### config.mk
export PLATFORM = sky130hd
export DESIGN_NAME = format_string_integer_printer_core
export DESIGN_NICKNAME = d
export VERILOG_FILES = /design/src/design/fsip_pkg.sv /design/src/design/fsip_ctrl.sv /design/src/design/fsip_dp.sv /design/src/design/format_string_integer_printer_core.sv
export SDC_FILE = /design/constraint.sdc
export NUM_CORES = 1
export LEC_CHECK = 0
export CAP_MARGIN = 25
export CORE_ASPECT_RATIO = 0.6
export CORE_MARGIN = 2
export CORE_UTILIZATION = 65
export CTS_CLUSTER_SIZE = 10
export DETAILED_ROUTE_END_ITERATION = 16
export DONT_BUFFER_PORTS = 1
export GPL_TIMING_DRIVEN = 0
export PLACE_DENSITY = 0.92
export SYNTH_ARGS = -nofsm -noshare
export SYNTH_HDL_FRONTEND = slang
export SYNTH_SLANG_ARGS = --single-unit
### constraint.sdc
create_clock -name i_clk -period 4.84 [get_ports i_clk]
set_clock_uncertainty 0.15 [all_clocks]
set_input_delay 0.484 -clock i_clk [delete_from_list [all_inputs] [get_ports i_clk]]
set_output_delay 0.484 -clock i_clk [all_outputs]
set_load 0.01 [all_outputs]
### src/design/fsip_pkg.sv
// Shared types, constants and helpers of the format string printer core.
package fsip_pkg;

    localparam int DEF_MAX_WIDTH = 63;
    localparam int WIDTH_W       = 6;
    localparam int NUM_DIGITS    = 10;
    localparam int DEC_STEPS     = 32;
    localparam int STEP_W        = $clog2(DEC_STEPS + 1);
    localparam int LEN_W         = $clog2(NUM_DIGITS + 1);
    localparam int DIG_IDX_W     = $clog2(NUM_DIGITS);

    // Format characters
    localparam logic [7:0] CH_NUL   = 8'h00;
    localparam logic [7:0] CH_SPACE = 8'h20;
    localparam logic [7:0] CH_HASH  = 8'h23;
    localparam logic [7:0] CH_PCT   = 8'h25;
    localparam logic [7:0] CH_PLUS  = 8'h2B;
    localparam logic [7:0] CH_MINUS = 8'h2D;
    localparam logic [7:0] CH_ZERO  = 8'h30;
    localparam logic [7:0] CH_ONE   = 8'h31;
    localparam logic [7:0] CH_NINE  = 8'h39;
    localparam logic [7:0] CH_UC_X  = 8'h58;
    localparam logic [7:0] CH_LC_A  = 8'h61;
    localparam logic [7:0] CH_LC_C  = 8'h63;
    localparam logic [7:0] CH_LC_D  = 8'h64;
    localparam logic [7:0] CH_LC_U  = 8'h75;
    localparam logic [7:0] CH_LC_X  = 8'h78;

    typedef enum logic [1:0] {
        KIND_CHAR,
        KIND_DEC,
        KIND_HEX
    } t_kind;

    // Controller to datapath
    typedef struct packed {
        logic               pass;   // copy the format byte to the output
        logic               start;  // load an argument word
        logic               step;   // one binary to BCD step
        logic               latch;  // load pad and digit counts
        logic               emit;   // emit one character
        t_kind              kind;
        logic [WIDTH_W-1:0] width;
        logic               left;
        logic               zero;
    } t_cmd;

    // Datapath to controller
    typedef struct packed {
        logic out_free;
        logic conv_done;
        logic emit_last;
    } t_status;

    // Lowercase hex / decimal digit to ASCII
    function automatic logic [7:0] digit_char(input logic [3:0] d);
        if (d > 4'd9) begin
            return CH_LC_A + {4'b0, d - 4'd10};
        end
        return CH_ZERO + {4'b0, d};
    endfunction

endpackage

### src/design/fsip_ctrl.sv
// Parser and sequencing state machine of the format string printer core.
module fsip_ctrl
    import fsip_pkg::*;
#(
    parameter int MAX_WIDTH = DEF_MAX_WIDTH
) (
    input  logic       i_clk,
    input  logic       i_rst_n,
    input  logic       i_in_valid,
    output logic       o_in_ready,
    input  logic       i_op,
    input  logic [7:0] i_byte,
    input  t_status    i_status,
    output t_cmd       o_cmd
);

    typedef enum logic [1:0] {
        P_IDLE,
        P_FLAGS,
        P_WIDTH,
        P_WAIT
    } t_phase;

    typedef enum logic [1:0] {
        S_IDLE,
        S_CONV,
        S_EMIT
    } t_eng;

    localparam logic [9:0]         MAX_W10 = 10'(MAX_WIDTH);
    localparam logic [WIDTH_W-1:0] MAX_W   = WIDTH_W'(MAX_WIDTH);

    t_phase             r_phase, n_phase;
    t_eng               r_eng, n_eng;
    t_kind              r_kind, n_kind;
    logic               r_left, n_left;
    logic               r_zero, n_zero;
    logic [WIDTH_W-1:0] r_width, n_width;

    logic               w_accept;
    logic               w_start;
    logic               w_pass;
    logic [9:0]         w_wsum;
    logic [WIDTH_W-1:0] w_wsat;

    assign o_in_ready = (r_eng == S_IDLE) && i_status.out_free;
    assign w_accept   = i_in_valid && o_in_ready;

    // Width accumulate, saturating
    assign w_wsum = 10'(r_width) * 10'd10 + {2'b0, i_byte - CH_ZERO};
    assign w_wsat = (w_wsum > MAX_W10) ? MAX_W : w_wsum[WIDTH_W-1:0];

    // Format parser
    always_comb begin
        n_phase = r_phase;
        n_kind  = r_kind;
        n_left  = r_left;
        n_zero  = r_zero;
        n_width = r_width;
        w_start = 1'b0;
        w_pass  = 1'b0;
        if (w_accept) begin
            if (i_op) begin
                if (r_phase == P_WAIT) begin
                    n_phase = P_IDLE;
                    w_start = 1'b1;
                end
            end else if (i_byte == CH_NUL) begin
                n_phase = P_IDLE;
            end else begin
                case (r_phase)
                    P_IDLE: begin
                        if (i_byte == CH_PCT) begin
                            n_left  = 1'b0;
                            n_zero  = 1'b0;
                            n_width = '0;
                            n_phase = P_FLAGS;
                        end else begin
                            w_pass = 1'b1;
                        end
                    end
                    P_FLAGS, P_WIDTH: begin
                        if (r_phase == P_FLAGS && i_byte == CH_MINUS) begin
                            n_left = 1'b1;
                        end else if (r_phase == P_FLAGS && i_byte == CH_ZERO) begin
                            n_zero = 1'b1;
                        end else if (r_phase == P_FLAGS &&
                                     (i_byte == CH_PLUS || i_byte == CH_SPACE ||
                                      i_byte == CH_HASH)) begin
                            // accepted, no effect
                        end else if (i_byte inside {[CH_ONE:CH_NINE]} ||
                                     (r_phase == P_WIDTH && i_byte == CH_ZERO)) begin
                            n_width = w_wsat;
                            n_phase = P_WIDTH;
                        end else begin
                            // conversion letter closes the spec
                            case (i_byte)
                                CH_LC_C: begin
                                    n_kind  = KIND_CHAR;
                                    n_phase = P_WAIT;
                                end
                                CH_LC_D, CH_LC_U: begin
                                    n_kind  = KIND_DEC;
                                    n_phase = P_WAIT;
                                end
                                CH_LC_X, CH_UC_X: begin
                                    n_kind  = KIND_HEX;
                                    n_phase = P_WAIT;
                                end
                                default: begin
                                    n_phase = P_IDLE;
                                end
                            endcase
                        end
                    end
                    default: begin
                        // argument pending: format bytes ignored
                    end
                endcase
            end
        end
    end

    // Conversion and emit sequencing
    always_comb begin
        n_eng       = r_eng;
        o_cmd       = '0;
        o_cmd.pass  = w_pass;
        o_cmd.start = w_start;
        o_cmd.kind  = r_kind;
        o_cmd.width = r_width;
        o_cmd.left  = r_left;
        o_cmd.zero  = r_zero;
        case (r_eng)
            S_IDLE: begin
                if (w_start) begin
                    n_eng = S_CONV;
                end
            end
            S_CONV: begin
                if (i_status.conv_done) begin
                    o_cmd.latch = 1'b1;
                    n_eng       = S_EMIT;
                end else begin
                    o_cmd.step = 1'b1;
                end
            end
            S_EMIT: begin
                if (i_status.out_free) begin
                    o_cmd.emit = 1'b1;
                    if (i_status.emit_last) begin
                        n_eng = S_IDLE;
                    end
                end
            end
            default: begin
                n_eng = S_IDLE;
            end
        endcase
    end

    // State registers
    always_ff @(posedge i_clk) begin
        if (!i_rst_n) begin
            r_phase <= P_IDLE;
            r_eng   <= S_IDLE;
            r_kind  <= KIND_CHAR;
            r_left  <= 1'b0;
            r_zero  <= 1'b0;
            r_width <= '0;
        end else begin
            r_phase <= n_phase;
            r_eng   <= n_eng;
            r_kind  <= n_kind;
            r_left  <= n_left;
            r_zero  <= n_zero;
            r_width <= n_width;
        end
    end

endmodule

### src/design/fsip_dp.sv
// Digit extraction, padding counters and output register of the printer core.
module fsip_dp
    import fsip_pkg::*;
(
    input  logic        i_clk,
    input  logic        i_rst_n,
    input  t_cmd        i_cmd,
    output t_status     o_status,
    input  logic [7:0]  i_byte,
    input  logic [31:0] i_arg,
    output logic        o_out_valid,
    input  logic        i_out_ready,
    output logic [7:0]  o_out_char,
    output logic        o_out_last
);

    logic [31:0]                 r_bin;
    logic [NUM_DIGITS-1:0][3:0]  r_bcd;
    logic [STEP_W-1:0]           r_cnt;
    logic [7:0]                  r_char;
    logic [WIDTH_W-1:0]          r_pad_rem;
    logic [LEN_W-1:0]            r_dig_rem;
    logic                        r_out_valid;
    logic [7:0]                  r_out_char;
    logic                        r_out_last;

    logic [NUM_DIGITS-1:0][3:0]  w_adj;
    logic [LEN_W-1:0]            w_len;
    logic [DIG_IDX_W-1:0]        w_dig_idx;
    logic [7:0]                  w_ch;
    logic                        w_take_pad;
    logic                        w_take_dig;
    logic                        w_last;

    // Add-3 correction on each BCD digit
    always_comb begin
        for (int i = 0; i < NUM_DIGITS; i++) begin
            w_adj[i] = (r_bcd[i] >= 4'd5) ? r_bcd[i] + 4'd3 : r_bcd[i];
        end
    end

    // Text length: highest nonzero digit, at least one; one for a character
    always_comb begin
        w_len = LEN_W'(1);
        for (int i = 0; i < NUM_DIGITS; i++) begin
            if (r_bcd[i] != 4'd0) begin
                w_len = LEN_W'(i + 1);
            end
        end
        if (i_cmd.kind == KIND_CHAR) begin
            w_len = LEN_W'(1);
        end
    end

    // Next character: leading pad, digits, then trailing spaces
    assign w_take_pad = !i_cmd.left && (r_pad_rem != '0);
    assign w_take_dig = !w_take_pad && (r_dig_rem != '0);
    assign w_dig_idx  = DIG_IDX_W'(r_dig_rem - LEN_W'(1));
    assign w_last     = (7'(r_pad_rem) + 7'(r_dig_rem)) == 7'd1;

    always_comb begin
        if (w_take_pad) begin
            w_ch = i_cmd.zero ? CH_ZERO : CH_SPACE;
        end else if (w_take_dig) begin
            w_ch = (i_cmd.kind == KIND_CHAR) ? r_char : digit_char(r_bcd[w_dig_idx]);
        end else begin
            w_ch = CH_SPACE;
        end
    end

    assign o_status.out_free  = !r_out_valid || i_out_ready;
    assign o_status.conv_done = (r_cnt == '0);
    assign o_status.emit_last = w_last;

    // Conversion and counters
    always_ff @(posedge i_clk) begin
        if (!i_rst_n) begin
            r_cnt     <= '0;
            r_pad_rem <= '0;
            r_dig_rem <= '0;
        end else begin
            if (i_cmd.start) begin
                r_char <= i_arg[7:0];
                r_bin  <= i_arg;
                if (i_cmd.kind == KIND_DEC) begin
                    r_bcd <= '0;
                    r_cnt <= STEP_W'(DEC_STEPS);
                end else begin
                    r_bcd <= (NUM_DIGITS * 4)'(i_arg);
                    r_cnt <= '0;
                end
            end else if (i_cmd.step) begin
                r_bcd <= (NUM_DIGITS * 4)'({w_adj, r_bin[31]});
                r_bin <= {r_bin[30:0], 1'b0};
                r_cnt <= r_cnt - STEP_W'(1);
            end
            if (i_cmd.latch) begin
                r_dig_rem <= w_len;
                r_pad_rem <= (i_cmd.width > WIDTH_W'(w_len)) ?
                             i_cmd.width - WIDTH_W'(w_len) : '0;
            end else if (i_cmd.emit) begin
                if (w_take_dig) begin
                    r_dig_rem <= r_dig_rem - LEN_W'(1);
                end else begin
                    r_pad_rem <= r_pad_rem - WIDTH_W'(1);
                end
            end
        end
    end

    // Output register
    always_ff @(posedge i_clk) begin
        if (!i_rst_n) begin
            r_out_valid <= 1'b0;
        end else if (i_cmd.pass) begin
            r_out_valid <= 1'b1;
            r_out_char  <= i_byte;
            r_out_last  <= 1'b1;
        end else if (i_cmd.emit) begin
            r_out_valid <= 1'b1;
            r_out_char  <= w_ch;
            r_out_last  <= w_last;
        end else if (i_out_ready) begin
            r_out_valid <= 1'b0;
        end
    end

    assign o_out_valid = r_out_valid;
    assign o_out_char  = r_out_char;
    assign o_out_last  = r_out_last;

endmodule

### src/design/format_string_integer_printer_core.sv
// A plain format byte is in the output register in the cycle after its beat.
// Argument: d/u runs 32 binary-to-BCD steps, c/x load at once; a latch step sets the
// counts, then max(width, digits) characters, one per cycle unless the output stalls.
// Parsing: one item per cycle unless output stalls; an argument holds input off until
// its last char is in the output register. Reset (sync, active low) returns to idle.
module format_string_integer_printer_core
    import fsip_pkg::*;
#(
    parameter int MAX_WIDTH = DEF_MAX_WIDTH
) (
    input  logic        i_clk,
    input  logic        i_rst_n,
    input  logic        s_axis_tvalid,
    output logic        s_axis_tready,
    input  logic [39:0] s_axis_tdata,   // [7:0] fmt_byte, [39:8] arg_value
    input  logic        s_axis_tuser,   // [0] op
    output logic        m_axis_tvalid,
    input  logic        m_axis_tready,
    output logic [7:0]  m_axis_tdata,   // [7:0] out_char
    output logic        m_axis_tlast
);

    t_cmd    w_cmd;
    t_status w_status;

    // Parser and sequencer
    fsip_ctrl #(
        .MAX_WIDTH (MAX_WIDTH)
    ) u_ctrl (
        .i_clk      (i_clk),
        .i_rst_n    (i_rst_n),
        .i_in_valid (s_axis_tvalid),
        .o_in_ready (s_axis_tready),
        .i_op       (s_axis_tuser),
        .i_byte     (s_axis_tdata[7:0]),
        .i_status   (w_status),
        .o_cmd      (w_cmd)
    );

    // Digit unit and output register
    fsip_dp u_dp (
        .i_clk       (i_clk),
        .i_rst_n     (i_rst_n),
        .i_cmd       (w_cmd),
        .o_status    (w_status),
        .i_byte      (s_axis_tdata[7:0]),
        .i_arg       (s_axis_tdata[39:8]),
        .o_out_valid (m_axis_tvalid),
        .i_out_ready (m_axis_tready),
        .o_out_char  (m_axis_tdata),
        .o_out_last  (m_axis_tlast)
    );

endmodule

Word level (Yosys, flattened, before mapping)
Index checks and enable logic that the tools add are counted.

cells by class
  eq/ne operators = 35
  bitwise operators = 6
  order comparisons = 16
  $add $sub $neg = 20
  $mul = 1
  reduce and logical (&&, ||, !) cells = 55
  multiplexer cells = 94

operators with widths
  cell                   count
  $mux W32               3
  $mux W40               2
  $mux W6                13
  $mux W4                17
  $mux W8                7
  $eq A8 B6 Y1 const B   6
  $reduce_bool A4 Y1     11
  $eq A8 B7 Y1 const B   5
  $ge A4 B3 Y1 const B   10
  $add A4 B2 Y4 const B  9
  $mux W2                16
  $mux W1                23
  $ne A2 B1 Y1 const B   9
  $reduce_and A9 Y1      2
  $bmux W4 S4            1
  $mux W3                5
  $reduce_and A7 Y1      2
  $ne A4 B3 Y1 const B   3
  $pmux W2 S3            2
  $pmux W6 S2            1
  $sub A6 B1 Y6 const B  2
  $add A10 B8 Y10        1
  $gt A10 B6 Y1 const B  1
  $reduce_and A2 Y1      5
  36 further kinds       71

word-level totals
  output and inout bits = 11
  register bits after elaboration = 120

Logic depth before layout (Yosys ltp)
Gate-level depths: netlist (run 1).

  word-level depth = 14
  mapped depth = 17
  mapped depth without buffers = 17

Modules after synthesis
A second synthesis (run 1) with hierarchy kept.

second synthesis, totals
  cells, all modules = 831
  area, all modules = 7986.4 sq um

modules (own cells, without submodules)
  module     times used  area an instance (sq um)  sequential area each (sq um)  cells each
  fsip_dp    1           6378.6                    3012.9                        638
  fsip_ctrl  1           1607.8                    280.3                         193

Worst setup path before layout (run 1)
Ideal clock, no wire load.

  path type = input to register
  start = input m_axis_tready
  end = register u_dp.r_bcd[0] (netlist name), enable pin
  library setup time = 436 ps
  arrival = 3360 ps
  path slack = 894 ps
  buffers on the path = 1
  stages on the path = 6
  path through = nor2b_1 nor3_1 nand2_1 nor2_1 clkbuf_1 o21a_1

between the ends
  longest elaborated chain between the ends = 6

RTL lines
  item                          line                                      source
  start, declared               format_string_integer_printer_core.sv:18  input logic m_axis_tready,
  $logic_or A1 B1 Y1            fsip_dp.sv:71                             assign o_status.out_free = !r_out_valid || i_out_ready;
  $logic_and A1 B1 Y1           fsip_ctrl.sv:46                           assign o_in_ready = (r_eng == S_IDLE) && i_status.out_free;
  named net s_axis_tready       format_string_integer_printer_core.sv:14  output logic s_axis_tready,
  $logic_and A1 B1 Y1           fsip_ctrl.sv:47                           assign w_accept = i_in_valid && o_in_ready;
  $mux W1                       fsip_ctrl.sv:62                           if (w_accept) begin
  $reduce_bool A2 Y1 (no line)  n/a
  $reduce_and A2 Y1 (no line)   n/a
  end signal, assigned          fsip_dp.sv:89                             r_bcd <= (NUM_DIGITS * 4)'(i_arg);
  end signal, assigned          fsip_dp.sv:93                             r_bcd <= (NUM_DIGITS * 4)'({w_adj, r_bin[31]});
  end, declared                 fsip_dp.sv:18                             logic [NUM_DIGITS-1:0][3:0] r_bcd;

The timed path passes the listed nets, and every way through them passes these cells.
A chain may end at the register's enable or synchronous reset.

Worst setup path in the final report (run 1)
  start = register u_dp.r_bcd[33] (netlist name)
  end = register u_dp.r_pad_rem[3]

between the ends
  longest elaborated chain between the ends = 7
  elaborated cells on any way between the ends = 8
  classes of those cells = add/sub: 1; order compare: 1; mux: 5; reduce/logical: 1

RTL lines
  item                                                  line                           source
  $reduce_bool A4 Y1 (*)                                fsip_dp.sv:46                  if (r_bcd[i] != 4'd0) begin
  $mux W4 (*) (2 in a row)                              fsip_dp.sv:46
  $mux W4 (*)                                           fsip_dp.sv:50                  if (i_cmd.kind == KIND_CHAR) begin
  $sub A6 B4 Y6 / $gt A6 B4 Y1 (equally long branches)  fsip_dp.sv:100, fsip_dp.sv:99
  $mux W6 (*)                                           fsip_dp.sv:99                  r_pad_rem <= (i_cmd.width > WIDTH_W'(w_len)) ?
  $mux W6 (*)                                           fsip_dp.sv:97                  if (i_cmd.latch) begin
  end signal, assigned                                  fsip_dp.sv:99
  end signal, assigned                                  fsip_dp.sv:105                 r_pad_rem <= r_pad_rem - WIDTH_W'(1);
  end, declared                                         fsip_dp.sv:21                  logic [WIDTH_W-1:0] r_pad_rem;

Every way passes the cells marked *; elsewhere a longest branch is shown, timed or not.

==> results.toml, run 1 <==
[outcome]
status = "completed"

[worst_setup_path]
crit_fanout = 6
critPathRequiredTime_ns = 5.00
cp_top_family = "compound AO/OA/AOI/OAI gates"
crit_chain = "inv_1 -> ha_1 -> nor3b_1 -> nand3_1 -> a21oi_1 -> o21ai_0 -> fa_1 -> a21o_1 -> a21oi_1 -> a41oi_1 -> o31ai_1 -> o32ai_1 -> a32oi_1 -> nor2b_1"
rr_worst_depth = 14
cpMostUsedCell = "a21oi_1"
critPathArrivalTime_ns = 4.62
start_kind = "register"
crit_type = "reg -> reg"
crit_path_max_incr_delay_ns = 0.72
path_depth = 14
slowest_stage = "o31ai_1"
path_buf_inv = 1
crit_path_end_kind = "register"

[clock_tree]
cts_buffers = 17
clock_latency_ns = 0.43
clock-sinks = 120
cts_max_level = 4
cts_tree = "yes"
cts.repair.resized = 0
post-cts-setup-buffers = 0
cts_max_path_buffers = 2
cts_hold_buf = 8
clk_pin_slew_ns = 0.06
ctsRootBufferMaster = "clkbuf_16"

[cells_and_area]
synthToLayoutAreaGrowth_pct = 11.6
n_fill_cell = 780
diodes = 0
layout-drive-gt1-share_pct = 7.92
finalNonFillerCells = 1011
nNetsFinal = 942

[route]
firstDrtPassIters = 6
drc_errors = 0
vias_per_cell = 6.80
vias = 6873
drtAntennaViolNets = 0
wl_per_cell_um = 21.1
drt-total-wl_um = 21300
drt_iter0_markers = 1038

[place]
io_buffers = 0
dp_cells = 971
gp_congestion = 0.932
hpwlAfterDp_um = 14400
pre_cts_slack_ns = 0.677

[synth]
yosysTopAreaCell = "edfxtp_1"
synth_commonest_cells = "89 x edfxtp_1, 60 x ha_1, 54 x nor2_1, 52 x a21oi_1, 48 x inv_1"
syn-instance-count = 805
synth_seq_area_share_pct = 41.2
yosysUniqueCellTypes = 72
yosys_warnings = 0
netlist_top_cells_area = "edfxtp_1 33%, ha_1 9.4%, dfxtp_1 7.8%, mux2_1 4.4%, a21oi_1 3.3%"
ys_seq_elements = 120
synthFlopType = "edfxtp_1"
yosysMostFrequentCell = "edfxtp_1"
synth_edf_count = 89
syn_area_sq_um = 8000
synth_nets = 914
async_reset_ff_share_pct = 0
netlist.area_leader.share_pct = 33.4
syn_area_per_cell_sq_um = 9.94

[floorplanning]
die_h_um = 89.9
initial_core_util_pct = 66.5
io_pins = 56
dieWidth_um = 147
dieArea_sq_um = 13200
core-area_sq_um = 12000
fp-row-count = 31

[hold_path]
hold_path_class = "in -> reg"
whs_path_depth = 1

[timing]
slew_viol_final = 0
fin_crit_ns = 4.46
hold_viol_final = 0
fin_setup_tns_ns = 0
rsz0062_at_grt = "false"
setup_ws_ns = 0.381
fmax_mhz = 224
setup_violations = 0
holdWs_ns = 0.0554
period_share_pct = 92.1
worst_pin_slew_ns = 0.862
slew_headroom_pct = 42.1

[grt]
antenna_found_initial = 0
overflow = 0
grt.total_usage_pct = 32.7
first_global_vias = 6471
grt_pass1_wl_um = 34000
grt_max_degree = 59

[power]
irDropWorstVdd_mv = 0.282
leakagePower_nw = 3.46
power_density_nw_per_um2 = 281
power_mw = 2.50

[run]
maxCapViolations = 0
==> per-layer routing <==
layer | wire [um] | global-route usage, % | vias to the layer above
met4 | 493 | 10.2 | 0
met5 | 0 | 0 | -
met2 | 9370 | 48.7 | 525
met1 | 8510 | 45.4 | 3233
li1 | - | - | 3050
met3 | 2970 | 11.1 | 65
==> cells in the final DEF, fill, tap and decap left out, drive strengths merged, types with 6 or more instances in the layout <==
cell | synthesis | layout
mux2 | 32 | 32
xnor2 | 23 | 23
nor3b | 15 | 15
mux2i | 18 | 18
a31oi | 10 | 10
o21ai | 71 | 71
o21a | 8 | 8
nor4 | 7 | 7
inv | 48 | 57
nor2b | 18 | 18
a21oi | 52 | 52
nand2 | 45 | 45
nor3 | 11 | 11
o31ai | 6 | 6
nor2 | 54 | 54
xor2 | 10 | 10
nand3 | 47 | 47
and3 | 6 | 6
clkbuf | 14 | 31
edfxtp | 89 | 89
buf | 16 | 17
a21boi | 6 | 6
or3 | 6 | 6
nand2b | 12 | 12
a21o | 7 | 7
ha | 60 | 60
dlygate4sd3 | 0 | 8
dfxtp | 31 | 31
==> power by group <==
part | switching [mW] | leakage [nW] | internal, mW
clock | 0.536 | 0.288 | 0.778
sequential | 0.00463 | 1.10 | 1.10
combinational | 0.0540 | 2.07 | 0.0359
total | 0.594 | 3.46 | 1.91
==> cell families (layout without fill, tap and decap cells) <==
kind of cell	count (synthesis)	after routing	synth area share, %
AND/OR/NAND/NOR	247	247	16.3
AO/OA/AOI/OAI	209	209	16.5
flip-flops	120	120	41.2
buffers and inverters	78	119	3.99
adder cells (fa/ha/maj)	64	64	10.4
multiplexers	54	54	7.93
XOR/XNOR	33	33	3.71
==> metrics by stage <==
| step | utilization (%) | instance area [sq um] |
|---|---|---|
| 2_1_floorplan | - | 8000 |
| 3_3_place_gp | 68.2 | 8210 |
| 3_5_place_dp | 68.5 | 8240 |
| 4_1_cts | 74.2 | 8920 |
| 5_1_grt | 74.2 | 8920 |
| 6_report | 74.2 | 8920 |
==> area by class of cell <==
cell class | instances | area [sq um] | share of cell area [%]
tap | 165 | 206 | 2.31
sequential | 120 | 3290 | 36.9
clock buffer | 17 | 425 | 4.77
inverter | 48 | 180 | 2.02
timing repair buffer | 9 | 108 | 1.21
multi-input combinational | 607 | 4390 | 49.2
clock inverter | 15 | 178 | 1.99
buffer | 30 | 139 | 1.56
==> final timing paths <==
path	start	endpoint	slack, ns
max reg2reg	u_dp.r_bcd[33]$_SDFFCE_PP0P_	u_dp.r_pad_rem[3]$_SDFFE_PN0P_	0.38
max	u_dp.r_bcd[33]$_SDFFCE_PP0P_	u_dp.r_pad_rem[3]$_SDFFE_PN0P_	0.38
min	i_rst_n	u_ctrl.r_phase[0]$_SDFFE_PN0P_	0.06
min reg2reg	u_ctrl.r_kind[1]$_SDFFE_PN0P_	u_ctrl.r_kind[1]$_SDFFE_PN0P_	0.34
==> state kept, by name, summed over array words and instances, names as in the netlist, 2 cells and up <==
| register | count |
|---|---|
| u_dp.r_dig_rem | 4 |
| u_dp.r_cnt | 6 |
| u_ctrl.r_eng | 2 |
| u_dp.r_pad_rem | 6 |
| u_ctrl.r_kind | 2 |
| u_dp.r_bcd | 40 |
| u_ctrl.r_width | 6 |
| u_dp.o_out_char | 8 |
| u_dp.r_bin | 32 |
| u_ctrl.r_phase | 2 |
| u_dp.r_char | 8 |
No activity file was read; power rests on OpenSTA's default activity.
==> run 2, diff against run 1 <==
Settings changed: CORE_MARGIN 2 to 4, MAX_ROUTING_LAYER from default to met4, SYNTH_HIERARCHICAL from default to 1.
==> results.toml, run 2 <==
[outcome]
status = "completed"

[grt]
grt_max_degree = 33
antenna_found_initial = 0
grt.total_usage_pct = 31.8
grt_pass1_wl_um = 34000
overflow = 0
first_global_vias = 6452

[worst_setup_path]
crit_fanout = 10
critPathArrivalTime_ns = 4.34
critPathRequiredTime_ns = 4.84
crit_chain = "buf_6 -> buf_2 -> inv_1 -> ha_1 -> clkbuf_1 -> mux4_1 -> inv_1 -> o22ai_1 -> a21oi_1 -> inv_1 -> ha_1 -> or2_2 -> a21oi_4 -> a31oi_1 -> a211o_1"
rr_worst_depth = 15
crit_path_end_kind = "register"
cp_top_family = "buffers and inverters"
path_buf_inv = 6
crit_type = "reg -> reg"
slowest_stage = "clkbuf_1"
crit_path_max_incr_delay_ns = 0.44
path_depth = 15
cpMostUsedCell = "inv_1"
start_kind = "register"

[synth]
synth_edf_count = 89
ys_seq_elements = 120
synthFlopType = "edfxtp_1"
syn-instance-count = 831
yosysMostFrequentCell = "inv_1"
netlist_top_cells_area = "edfxtp_1 33%, ha_1 9.6%, dfxtp_1 7.8%, inv_1 4.2%, o21ai_0 4.0%"
yosysTopAreaCell = "edfxtp_1"
synth_commonest_cells = "90 x inv_1, 89 x edfxtp_1, 72 x nand2_1, 64 x o21ai_0, 61 x ha_1"
synth_seq_area_share_pct = 41.2
netlist.area_leader.share_pct = 33.5
syn_area_per_cell_sq_um = 9.61
synth_nets = 941
syn_area_sq_um = 7990
yosysUniqueCellTypes = 78
async_reset_ff_share_pct = 0
yosys_warnings = 6

[cells_and_area]
final_cell_mix = "90 x inv_1, 89 x edfxtp_1, 72 x nand2_1"
diodes = 0
largest_reg_flops = 40
final_common_cell = "inv_1"
top_register = "u_dp/r_bcd"
nNetsFinal = 968
synthToLayoutAreaGrowth_pct = 11.1
layout-drive-gt1-share_pct = 9.18
n_fill_cell = 796
biggestRegsByFlops = "u_dp/r_bcd: 40 flops, u_dp/r_bin: 32 flops"

[route]
drt-total-wl_um = 21700
firstDrtPassIters = 8
drt_iter0_markers = 1006
vias_per_cell = 6.66
wl_per_cell_um = 21.0
drc_errors = 0
vias = 6895
drtAntennaViolNets = 0

[timing]
rsz0062_at_grt = "false"
fin_setup_tns_ns = 0
slew_headroom_pct = 39.6
holdWs_ns = 0.0202
fmax_mhz = 230
slew_viol_final = 0
worst_pin_slew_ns = 0.904
hold_viol_final = 0
setup_violations = 0
fin_crit_ns = 4.34
period_share_pct = 89.7

[place]
hpwlAfterDp_um = 15100
io_buffers = 0
gp_congestion = 0.960

[power]
leakagePower_nw = 3.50
irDropWorstVdd_mv = 0.346
power_density_nw_per_um2 = 270

[floorplanning]
core-area_sq_um = 12000
initial_core_util_pct = 66.4
dieWidth_um = 151
io_pins = 56
dieArea_sq_um = 14200
die_h_um = 93.9
fp-row-count = 31

[clock_tree]
clk_pin_slew_ns = 0.06
post-cts-setup-buffers = 0
ctsRootBufferMaster = "clkbuf_16"
cts_buffers = 17
clock-sinks = 120
cts_tree = "yes"
cts_max_path_buffers = 2
clock_latency_ns = 0.41
cts.repair.resized = 0
cts_max_level = 4

[hold_path]
hold_path_class = "in -> reg"
whs_path_depth = 0

[run]
maxCapViolations = 0
run 2: metrics by stage:
stage	std cells	util (%)	worst slack (ns)	power [mW]	area, sq um
floorplan	831	-	0.270	1.17	7990
global placement	996	68.2	-0.975	1.19	8200
detailed placement	998	68.6	0.653	1.19	8250
CTS	1030	73.3	0.579	2.40	8810
global route	1036	73.8	0.272	2.46	8870
finish	1036	73.8	0.500	2.40	8870
run 2: routing by layer:
metal | vias to the layer above | GRT usage [%] | wire length (um)
li1 | 3072 | - | -
met1 | 3238 | 45.3 | 9050
met2 | 530 | 45.2 | 9310
met3 | 55 | 9.64 | 3010
met4 | 0 | 6.64 | 350
met5 | - | - | 0
run 2: cell type report:
cell class / count / area (sq um) / area share, %
flip-flops and latches: 120 / 3290 / 37.1
clock buffers: 17 / 425 / 4.79
plain buffers: 33 / 163 / 1.83
inverters: 90 / 338 / 3.81
multi-input cells: 588 / 4200 / 47.3
repair buffers: 8 / 108 / 1.21
clock inverters: 15 / 139 / 1.57
well taps: 165 / 206 / 2.33
run 2: cells by family (layout without fill, tap and decap cells):
logic type	count (synthesis)	after routing	synth area share, %
AO/OA/AOI/OAI	235	235	19.2
XOR/XNOR	35	35	3.84
adder cells (fa/ha/maj)	65	65	10.6
buffers and inverters	123	163	6.27
flip-flops	120	120	41.2
multiplexers	16	16	3.68
AND/OR/NAND/NOR	237	237	15.2
run 2: power breakdown:
part	total (mW)	switching, mW	internal, mW
clock	1.22	0.506	0.716
combinational	0.0758	0.0471	0.0287
sequential	1.10	0.00298	1.10
total	2.40	0.556	1.84
run 2: final timing paths:
path / end / from / slack, ns
setup / recovery: u_dp/o_out_char[4]$_DFFE_PP_ / u_dp/r_dig_rem[0]$_SDFFE_PN0P_ / 0.50
hold / removal: u_dp/r_char[2]$_DFFE_PP_ / s_axis_tdata[10] / 0.02
setup reg to reg: u_dp/o_out_char[4]$_DFFE_PP_ / u_dp/r_dig_rem[0]$_SDFFE_PN0P_ / 0.50
hold reg to reg: u_dp/r_cnt[1]$_SDFFE_PN0N_ / u_dp/r_cnt[1]$_SDFFE_PN0N_ / 0.35
run 2: what timing repair did:
item / 4_1_cts / 5_1_grt
setup endpoints to repair: 0 / 0
hold buffers: 0 / 6
endpoints found under the hold margin: 0 / 6
